[config.mk]
export PLATFORM = sky130hd
export DESIGN_NAME = sfpt_ctrl
export DESIGN_NICKNAME = d
export VERILOG_FILES = /design/src/hw/rtl/snoop_filter_presence_table_defines.svh /design/src/hw/rtl/sfpt_pkg.sv /design/src/hw/rtl/sfpt_ctrl.sv
export SDC_FILE = /design/constraint.sdc
export NUM_CORES = 1
export LEC_CHECK = 0
export ABC_AREA = 1
export BUFFER_PORTS_ARGS = -buffer_cell sky130_fd_sc_hd__buf_2
export CORE_AREA = 8 8 45 47
export CTS_CLUSTER_DIAMETER = 200
export DETAILED_ROUTE_END_ITERATION = 10
export DIE_AREA = 0 0 53 55
export MAX_ROUTING_LAYER = met4
export PLACE_DENSITY = 0.35
export SLEW_MARGIN = 20
export SYNTH_ARGS = -nofsm -noshare
export SYNTH_HDL_FRONTEND = slang
export SYNTH_SLANG_ARGS = --single-unit
[constraint.sdc]
create_clock -name clock -period 1.75 [get_ports clock]
set_input_delay 0.0875 -clock clock [delete_from_list [all_inputs] [get_ports clock]]
set_output_delay 0.0875 -clock clock [all_outputs]
set_load 0.1 [all_outputs]
[src/hw/rtl/snoop_filter_presence_table_defines.svh]
// assertion macros for the snoop filter presence table
`ifndef SNOOP_FILTER_PRESENCE_TABLE_DEFINES_SVH
`define SNOOP_FILTER_PRESENCE_TABLE_DEFINES_SVH

// condition must never hold outside reset
`define SFPT_ASSERT_NEVER(lbl, cond) \
   lbl: assert property (@(posedge clock) disable iff (reset) !(cond)) \
      else $error("sfpt never violated");

// antecedent implies consequent in the same cycle
`define SFPT_ASSERT_SAME(lbl, ante, cons) \
   lbl: assert property (@(posedge clock) disable iff (reset) (ante) |-> (cons)) \
      else $error("sfpt same-cycle implication violated");

// antecedent implies consequent in the next cycle
`define SFPT_ASSERT_NEXT(lbl, ante, cons) \
   lbl: assert property (@(posedge clock) disable iff (reset) (ante) |=> (cons)) \
      else $error("sfpt next-cycle implication violated");

`endif

[src/hw/rtl/sfpt_pkg.sv]
// shared types and constants of the snoop filter presence table
`timescale 1ns / 1ps
`default_nettype none
package sfpt_pkg;
   localparam int ADDR_W  = 32;
   localparam int AGE_W   = 32;
   localparam int TYPE_W  = 3;
   localparam int SHIFT_W = 5;
   localparam int PRES_W  = 4;

   localparam logic [SHIFT_W-1:0] TAG_SHIFT_RST = 5'd6;

   localparam logic [TYPE_W-1:0] REQ_LOAD_MISS  = 3'd0;
   localparam logic [TYPE_W-1:0] REQ_STORE_MISS = 3'd1;
   localparam logic [TYPE_W-1:0] REQ_READ_HIT   = 3'd2;
   localparam logic [TYPE_W-1:0] REQ_WRITE_UPG  = 3'd3;
   localparam logic [TYPE_W-1:0] REQ_LOOKUP     = 3'd4;

   typedef enum logic [2:0] {
      ST_CLEAR,
      ST_IDLE,
      ST_SCAN,
      ST_DRAIN,
      ST_FINAL
   } state_type;

   typedef struct packed {
      logic load;
      logic clr;
      logic rd;
      logic fin;
   } cmd_type;

   typedef struct packed {
      logic last;
      logic rsp_busy;
   } sts_type;
endpackage
`default_nettype wire

[src/hw/rtl/sfpt_ctrl.sv]
// controller state machine of the snoop filter presence table
`timescale 1ns / 1ps
`default_nettype none
module sfpt_ctrl (
   input  wire logic             clock,
   input  wire logic             reset,
   input  wire logic             req_tvalid,
   output logic                  req_tready,
   input  wire sfpt_pkg::sts_type sts,
   output sfpt_pkg::cmd_type     cmd
);
   sfpt_pkg::state_type state_ff, state_in;

   always_ff @(posedge clock) begin
      if (reset) begin
         state_ff <= sfpt_pkg::ST_CLEAR;
      end else begin
         state_ff <= state_in;
      end
   end

   always_comb begin
      state_in = state_ff;
      case (state_ff)
         sfpt_pkg::ST_CLEAR: if (sts.last) state_in = sfpt_pkg::ST_IDLE;
         sfpt_pkg::ST_IDLE:  if (req_tvalid) state_in = sfpt_pkg::ST_SCAN;
         sfpt_pkg::ST_SCAN:  if (sts.last) state_in = sfpt_pkg::ST_DRAIN;
         sfpt_pkg::ST_DRAIN: state_in = sfpt_pkg::ST_FINAL;
         sfpt_pkg::ST_FINAL: if (!sts.rsp_busy) state_in = sfpt_pkg::ST_IDLE;
         default:            state_in = sfpt_pkg::ST_IDLE;
      endcase
   end

   always_comb begin
      cmd        = '0;
      req_tready = 1'b0;
      case (state_ff)
         sfpt_pkg::ST_CLEAR: cmd.clr = 1'b1;
         sfpt_pkg::ST_IDLE: begin
            req_tready = 1'b1;
            cmd.load   = req_tvalid;
         end
         sfpt_pkg::ST_SCAN:  cmd.rd = 1'b1;
         sfpt_pkg::ST_FINAL: cmd.fin = !sts.rsp_busy;
         default: ;
      endcase
   end
endmodule
`default_nettype wire

==> impl_metrics.env, run 1 <==
export IMPL_io_buffer_count=9
export IMPL_rows=14
export IMPL_cp_end_kind="output port"
export IMPL_critPathMaxFanout=5
export IMPL_remaining_drc_errors=0
export IMPL_antenna_found_initial=0
export IMPL_grt_pass1_wl_um=793
export IMPL_yosys_top_cells_area="dfxtp_1 29%, inv_1 14%, nand3_2 9.5%"
export IMPL_area_growth_pct=50.0
export IMPL_reg_top3="state_ff x3"
export IMPL_root_buffer="clkbuf_4"
export IMPL_pre_cts_slack_ns=0.441
export IMPL_synth_area_um2=210
export IMPL_min_from="reset"
export IMPL_final_nets=52
export IMPL_dp_cells=58
export IMPL_yosysWarnings=0
export IMPL_fp_coreArea_um2=1380
export IMPL_via_per_inst=3.77
export IMPL_ys_seq_area_frac=0.286
export IMPL_clock_path_buffers=2
export IMPL_fin_worst_skew_ns=0.00302
export IMPL_drive_above_1_share=0.478
export IMPL_fp_dieW_um=53
export IMPL_ctsHoldBuffers=0
export IMPL_post_drt_wl_per_cell_um=8.55
export IMPL_outcome="complete, no violations"
export IMPL_min_period_ns=1.55
export IMPL_synth_cell_type_count=14
export IMPL_fin_cells=62
export IMPL_cap_violations=0
export IMPL_num_antenna_cells=0
export IMPL_place_congestion=0.702
export IMPL_slew_viol_final=0
export IMPL_routed_wirelength_um=530
export IMPL_async_flop_share=0
export IMPL_yosys_area_top_type_share=0.286
export IMPL_numCtsBuffers=3
export IMPL_cp_arrival_ns=1.46
export IMPL_ctsHtreeMaxLevel=1
export IMPL_ant_nets=0
export IMPL_slew_headroom=0.677
export IMPL_overflow=0
export IMPL_grt_start_max_net_pins=7
export IMPL_largest_register="state_ff"
export IMPL_synth_avg_cell_area_um2=6.37
export IMPL_cts_resized=0
export IMPL_synth_top_area_cell="dfxtp_1"
export IMPL_p_leak_nw=0.172
export IMPL_grt_setup_unrepaired="no"
export IMPL_die_y_um=55
export IMPL_cts_tree="built"
export IMPL_r2r_cells=5
export IMPL_clock_sinks=3
export IMPL_syn_inst=33
export IMPL_hp_class="input pin to flip-flop"
export IMPL_ir_drop_v=0.000610
export IMPL_crit_required_ns=1.66
export IMPL_fmax_mhz=646
export IMPL_p_per_area_nw_per_um2=1460
export IMPL_synth_edff_count=0
export IMPL_vias=234
export IMPL_grtUsageTotal=0.0405
export IMPL_critPathKind="flip-flop to output port"
export IMPL_setup_violations=0
export IMPL_timing_rr_start="state_ff[1]$_SDFFE_PP0P_"
export IMPL_start_kind="flip-flop"
export IMPL_hold_ws_ns=0.0387
export IMPL_whs_endpoint="state_ff[0]$_SDFFE_PP0P_"
export IMPL_finalPower_mw=0.460
export IMPL_nFillCells=160
export IMPL_cts_setup_buffers=0
export IMPL_synth_most_common_cell="inv_1"
export IMPL_finalCritPeriodShare=0.885
export IMPL_ys_ff_latch=3
export IMPL_dominantRegCellSynth="dfxtp_1"
export IMPL_dieArea_um2=2920
export IMPL_hold_depth=2
export IMPL_setup_tns_final_ns=0
export IMPL_io_pins=10
export IMPL_r2r_setup_slack_ns=0.70
export IMPL_firstDrtPassIters=4
export IMPL_synthTopCellsByCount="8 x inv_1, 5 x nand2_1, 4 x nor2_1"
export IMPL_hold_viol_final=0
export IMPL_largest_reg_flops=3
export IMPL_fin_ws_ns=0.201
export IMPL_syn_nets=38
export IMPL_drt_first_iter_violations=4
export IMPL_dpl_hpwl_um=434
export IMPL_worstMarginPinSlew_ns=0.488
export IMPL_clk_pin_slew_ns=0.03
export IMPL_grt_pass1_vias=205
export IMPL_clock_latency_ns=0.23
export IMPL_start_util=0.152
export IMPL_r2r_end="state_ff[1]$_SDFFE_PP0P_"
[critical path, stage by stage, from the launching register on]
cell,delay [ns]
dfxtp_1,0.42
inv_2,0.07
nor2_4,0.12
nand2_1,0.12
nor2_2,0.08
buf_2,0.42
[per-layer routing]
metal	track usage	routed length, um	up-vias
met5	-	0	-
li1	-	-	126
met4	0.0259	21	0
met3	0.0321	54	2
met2	0.0547	219	8
met1	0.0394	236	98
[metrics by stage]
step	util	area, um2
2_1_floorplan	-	224
3_5_place_dp	0.209	289
3_3_place_gp	0.209	289
5_1_grt	0.228	315
4_1_cts	0.228	315
6_report	0.228	315
[power breakdown]
part / internal (mW) / switching [mW] / total [mW]
clock: 0.0854 / 0.0356 / 0.121
combinational: 0.0467 / 0.195 / 0.242
sequential: 0.0789 / 0.0182 / 0.0971
total: 0.211 / 0.249 / 0.460
[worst max-delay path by stage]
stage             end  cells past startpoint  slack [ns]                     start
5_1_grt        cmd[3]                      5        0.10  state_ff[0]$_SDFFE_PP0P_
6_report       cmd[3]                      5        0.20  state_ff[0]$_SDFFE_PP0P_
2_1_floorplan  cmd[0]                      2       -0.53  state_ff[2]$_SDFFE_PP0P_
3_5_place_dp   cmd[3]                      5        0.44  state_ff[0]$_SDFFE_PP0P_
3_3_place_gp   cmd[3]                      5        0.44  state_ff[0]$_SDFFE_PP0P_
4_1_cts        cmd[3]                      5        0.19  state_ff[0]$_SDFFE_PP0P_
[final cells by class]
cell class | instances | area [um2] | share of cell area
Timing Repair Buffer | 9 | 45.0 | 0.143
Inverter | 9 | 33.8 | 0.107
Clock buffer | 4 | 26.3 | 0.0833
Tap cell | 16 | 20.0 | 0.0635
Sequential cell | 3 | 60.1 | 0.190
Multi-Input combinational cell | 21 | 130 | 0.413
[cell usage in the layout (no fill, tap or decap)]
cell / synthesis / final
dfxtp_1: 3 / 3
nor2_1: 4 / 3
inv_1: 8 / 8
nand2_2: 2 / 2
a21oi_1: 2 / 2
nor3_2: 0 / 1
nor4_2: 0 / 1
nor2_2: 1 / 2
nor2_4: 1 / 1
nand2_1: 5 / 5
nand3_2: 2 / 2
clkbuf_1: 0 / 1
buf_2: 0 / 9
nand4_1: 1 / 1
clkbuf_4: 0 / 3
inv_2: 1 / 1
nand3_1: 1 / 1
[cells by family (layout without fill, tap and decap cells)]
group           count (synthesis)  in the layout  synth area share
simple gates                   19             19             0.506
buf+inv                         9             22             0.161
flops                           3              3             0.286
compound gates                  2              2            0.0476
(Power assumes the default switching activity.)
==> run 2: changes to the inputs <==
--- a/config.mk
+++ b/config.mk
@@ -5,14 +5,13 @@
 export SDC_FILE = /design/constraint.sdc
 export NUM_CORES = 1
 export LEC_CHECK = 0
-export ABC_AREA = 1
 export BUFFER_PORTS_ARGS = -buffer_cell sky130_fd_sc_hd__buf_2
 export CORE_AREA = 8 8 45 47
 export CTS_CLUSTER_DIAMETER = 200
 export DETAILED_ROUTE_END_ITERATION = 10
 export DIE_AREA = 0 0 53 55
 export MAX_ROUTING_LAYER = met4
-export PLACE_DENSITY = 0.35
+export PLACE_DENSITY = 0.32
 export SLEW_MARGIN = 20
 export SYNTH_ARGS = -nofsm -noshare
 export SYNTH_HDL_FRONTEND = slang
==> impl_metrics.env, run 2 <==
export IMPL_slew_headroom=0.677
export IMPL_top_layer_used="met4"
export IMPL_cts_resized=0
export IMPL_cap_violations=0
export IMPL_layout_common_cells="9 x buf_2, 3 x clkbuf_4, 3 x dfxtp_1"
export IMPL_multi_input_area_um2=149
export IMPL_pre_cts_slack_ns=0.383
export IMPL_antenna_found_initial=0
export IMPL_dieArea_um2=2920
export IMPL_async_flop_share=0
export IMPL_io_buffer_count=9
export IMPL_cts_tree="built"
export IMPL_cp_arrival_ns=1.52
export IMPL_ys_ff_latch=3
export IMPL_critPathMaxFanout=9
export IMPL_fin_cells=47
export IMPL_cts_setup_buffers=0
export IMPL_die_y_um=55
export IMPL_ys_seq_area_frac=0.336
export IMPL_fin_worst_skew_ns=0.000495
export IMPL_numCtsBuffers=3
export IMPL_seq_area_um2=60.1
export IMPL_timing_rr_start="state_ff[0]$_SDFFE_PP0P_"
export IMPL_via_per_inst=4.00
export IMPL_largest_register="state_ff"
export IMPL_yosys_top_cells_area="dfxtp_1 34%, a311oi_2 8.4%, and4bb_1 7.0%"
export IMPL_slew_viol_final=0
export IMPL_fmax_mhz=622
export IMPL_p_leak_nw=0.122
export IMPL_start_util=0.129
export IMPL_drive_above_1_share=0.645
export IMPL_hp_class="input pin to flip-flop"
export IMPL_syn_nets=23
export IMPL_largest_reg_flops=3
export IMPL_finalCritPeriodShare=0.918
export IMPL_ctsHtreeMaxLevel=1
export IMPL_final_nets=37
export IMPL_hold_viol_final=0
export IMPL_syn_inst=18
export IMPL_grtUsageTotal=0.0473
export IMPL_remaining_drc_errors=0
export IMPL_num_antenna_cells=0
export IMPL_reg_top3="state_ff x3"
export IMPL_clock_path_buffers=2
export IMPL_nFillCells=155
export IMPL_rows=14
export IMPL_synth_edff_count=0
export IMPL_grt_setup_unrepaired="no"
export IMPL_fp_coreArea_um2=1380
export IMPL_synth_most_common_cell="dfxtp_1"
export IMPL_finalPower_mw=0.297
export IMPL_fp_dieW_um=53
export IMPL_clock_latency_ns=0.24
export IMPL_wl_met2_um=232
export IMPL_fin_util=0.220
export IMPL_io_pins=10
export IMPL_m1WireLength_um=229
export IMPL_routed_wirelength_um=515
export IMPL_ctsHoldBuffers=0
export IMPL_hold_depth=2
export IMPL_clock_sinks=3
export IMPL_cp_end_kind="output port"
export IMPL_crit_start="state_ff[0]$_SDFFE_PP0P_"
export IMPL_dp_cells=43
export IMPL_crit_required_ns=1.66
export IMPL_drt_first_iter_violations=2
export IMPL_min_period_ns=1.61
export IMPL_root_buffer="clkbuf_4"
export IMPL_routed_wl_met3_um=33
export IMPL_area_growth_pct=69.9
export IMPL_yosysWarnings=0
export IMPL_grt_pass1_wl_um=855
export IMPL_synth_avg_cell_area_um2=9.94
export IMPL_setup_violations=0
export IMPL_critPathKind="flip-flop to output port"
export IMPL_synth_top_area_cell="dfxtp_1"
export IMPL_worstMarginPinSlew_ns=0.488
export IMPL_ant_nets=0
export IMPL_fin_ws_ns=0.144
export IMPL_yosys_area_top_type_share=0.336
export IMPL_grt_start_max_net_pins=10
export IMPL_r2r_cells=2
export IMPL_grt_pass1_vias=198
export IMPL_firstDrtPassIters=3
export IMPL_synth_cell_type_count=16
export IMPL_clk_pin_slew_ns=0.04
export IMPL_place_congestion=0.619
export IMPL_final_common_cell="buf_2"
export IMPL_synth_area_um2=179
export IMPL_dominantRegCellSynth="dfxtp_1"
export IMPL_vias=188
export IMPL_start_kind="flip-flop"
export IMPL_outcome="complete, no violations"
export IMPL_overflow=0
export IMPL_post_drt_wl_per_cell_um=11.0
export IMPL_ir_drop_v=0.000343
export IMPL_min_from="reset"
export IMPL_p_per_area_nw_per_um2=978
==> run 2: cell count changes in the layout (fill, tap and decap cells not counted), moves of 2 or more <==
cell / before / now
nand3_2: 2 / 0
nor2_1: 3 / 0
a21oi_1: 2 / 0
inv_1: 8 / 1
nand2_1: 5 / 0
nand2_2: 2 / 0
==> run 2: worst paths after layout <==
| check | end | slack (ns) |
|---|---|---|
| worst min-delay path | state_ff[0]$_SDFFE_PP0P_ | 0.05 |
| worst max-delay path | cmd[3] | 0.14 |
| worst min register to register | state_ff[1]$_SDFFE_PP0P_ | 0.62 |
| worst max register to register | state_ff[0]$_SDFFE_PP0P_ | 0.54 |
==> run 2: logic make-up after synthesis <==
group / Yosys count / synth area share
buf+inv: 1 / 0.0210
compound gates: 3 / 0.182
simple gates: 11 / 0.462
flops: 3 / 0.336
==> run 2: cell type report <==
| type | count | area share |
|---|---|---|
| multi-input cells | 14 | 0.490 |
| well taps | 16 | 0.0658 |
| repair buffers | 9 | 0.148 |
| clock buffers | 4 | 0.0864 |
| flip-flops and latches | 3 | 0.198 |
| inverters | 1 | 0.0123 |
==> run 2: power breakdown <==
group          internal (mW)  switching [mW]
Clock                 0.0856          0.0389
Combinational         0.0226          0.0679
Sequential            0.0724         0.00970
Total                  0.181           0.117
==> run 2: worst max-delay path, stage by stage, from the launching register on <==
cell     delay (ns)
dfxtp_1        0.49
nor3b_4        0.24
and2_1         0.13
buf_2          0.42
==> run 2: through the flow <==
step           hold WS (ns)  area, um2  TNS [ns]
2_1_floorplan         0.155        213    -0.565
4_1_cts              0.0407        304         0
5_1_grt              0.0353        304         0
3_3_place_gp          0.295        278         0
3_5_place_dp          0.296        278         0
6_report             0.0477        304         0
==> run 2: layer usage <==
layer | track usage | up-vias
li1 | - | 94
met1 | 0.0425 | 84
met2 | 0.0547 | 8
met3 | 0.0428 | 2
met4 | 0.0517 | 0
met5 | - | -
==> run 3: changes to the inputs <==
--- a/config.mk
+++ b/config.mk
@@ -11,7 +11,7 @@
 export DETAILED_ROUTE_END_ITERATION = 10
 export DIE_AREA = 0 0 53 55
 export MAX_ROUTING_LAYER = met4
-export PLACE_DENSITY = 0.32
+export PLACE_DENSITY = 0.38
 export SLEW_MARGIN = 20
 export SYNTH_ARGS = -nofsm -noshare
 export SYNTH_HDL_FRONTEND = slang
==> impl_metrics.env, run 3 (same netlist as run 2, synthesis figures left out) <==
export IMPL_reg_top3="state_ff x3"
export IMPL_clock_path_buffers=2
export IMPL_ctsHoldBuffers=0
export IMPL_dieArea_um2=2920
export IMPL_fin_cells=47
export IMPL_p_per_area_nw_per_um2=973
export IMPL_post_drt_wl_per_cell_um=10.5
export IMPL_start_util=0.129
export IMPL_cts_setup_buffers=0
export IMPL_crit_required_ns=1.66
export IMPL_cap_violations=0
export IMPL_cts_resized=0
export IMPL_pre_cts_slack_ns=0.370
export IMPL_outcome="complete, no violations"
export IMPL_final_common_cell="buf_2"
export IMPL_fin_worst_skew_ns=0.00125
export IMPL_critPathMaxFanout=9
export IMPL_io_pins=10
export IMPL_hold_viol_final=0
export IMPL_min_period_ns=1.63
export IMPL_slew_viol_final=0
export IMPL_critPathKind="flip-flop to output port"
export IMPL_clock_latency_ns=0.24
export IMPL_ctsHtreeMaxLevel=1
export IMPL_hp_class="input pin to flip-flop"
export IMPL_antenna_found_initial=0
export IMPL_ant_nets=0
export IMPL_placed_area_um2=278
export IMPL_clk_pin_slew_ns=0.04
export IMPL_grt_setup_unrepaired="no"
export IMPL_finalCritPeriodShare=0.930
export IMPL_largest_register="state_ff"
export IMPL_area_growth_pct=69.9
export IMPL_via_per_inst=4.02
export IMPL_remaining_drc_errors=0
export IMPL_worstMarginPinSlew_ns=0.488
export IMPL_cp_end_kind="output port"
export IMPL_start_kind="flip-flop"
export IMPL_ir_drop_v=0.000170
export IMPL_grt_start_max_net_pins=10
export IMPL_clock_sinks=3
export IMPL_dp_cells=43
export IMPL_firstDrtPassIters=4
export IMPL_setup_tns_final_ns=0
export IMPL_finalPower_mw=0.296
export IMPL_largest_reg_flops=3
export IMPL_layout_common_cells="9 x buf_2, 3 x clkbuf_4, 3 x dfxtp_1"
export IMPL_cp_arrival_ns=1.54
export IMPL_fin_ws_ns=0.122
export IMPL_grt_pass1_wl_um=807
export IMPL_fp_coreArea_um2=1380
export IMPL_p_leak_nw=0.122
export IMPL_final_nets=37
export IMPL_numCtsBuffers=3
export IMPL_grt_pass1_vias=211
export IMPL_root_buffer="clkbuf_4"
export IMPL_fin_util=0.220
export IMPL_slew_headroom=0.677
export IMPL_die_y_um=55
export IMPL_drive_above_1_share=0.645
export IMPL_io_buffer_count=9
export IMPL_drt_first_iter_violations=1
export IMPL_vias=189
export IMPL_setup_violations=0
export IMPL_final_cell_area_um2=304
export IMPL_fmax_mhz=614
export IMPL_hold_ws_ns=0.0538
export IMPL_rows=14
export IMPL_overflow=0
export IMPL_num_antenna_cells=0
export IMPL_place_congestion=0.722
export IMPL_fp_dieW_um=53
export IMPL_routed_wirelength_um=492
export IMPL_cts_tree="built"
export IMPL_grtUsageTotal=0.0422
[run 3: cell counts in the layout (fill, tap and decap cells not counted)]
No cell type changed its count.
[run 3: worst max-delay path: stages (launching register included)]
cell and delay (ns):
dfxtp_1 0.49, nor3b_4 0.25, and2_1 0.14, buf_2 0.42
[run 3: report_power, final]
| part | switching, mW | internal (mW) |
|---|---|---|
| clock | 0.0374 | 0.0855 |
| sequential | 0.00956 | 0.0725 |
| combinational | 0.0683 | 0.0226 |
| total | 0.115 | 0.181 |
[run 3: final cells by class]
| cell class | instances | area (um2) |
|---|---|---|
| Sequential cell | 3 | 60.1 |
| Clock buffer | 4 | 26.3 |
| Inverter | 1 | 3.75 |
| Fill cell | 154 | 1080 |
| Timing Repair Buffer | 9 | 45.0 |
| Tap cell | 16 | 20.0 |
| Multi-Input combinational cell | 14 | 149 |
[run 3: final timing paths]
path / to / slack (ns) / startpoint / cells after the start
setup / recovery: cmd[3] / 0.12 / state_ff[0]$_SDFFE_PP0P_ / 3
hold / removal: state_ff[0]$_SDFFE_PP0P_ / 0.05 / reset / 2
setup reg to reg: state_ff[0]$_SDFFE_PP0P_ / 0.54 / state_ff[0]$_SDFFE_PP0P_ / 2
hold reg to reg: state_ff[1]$_SDFFE_PP0P_ / 0.61 / state_ff[0]$_SDFFE_PP0P_ / 2
[run 3: metal layers]
metal / vias up / GRT usage / routed length (um)
met5: - / - / 0
met4: 0 / 0.0517 / 16
met3: 3 / 0.0267 / 32
met2: 7 / 0.0586 / 246
met1: 85 / 0.0349 / 197
li1: 94 / - / -
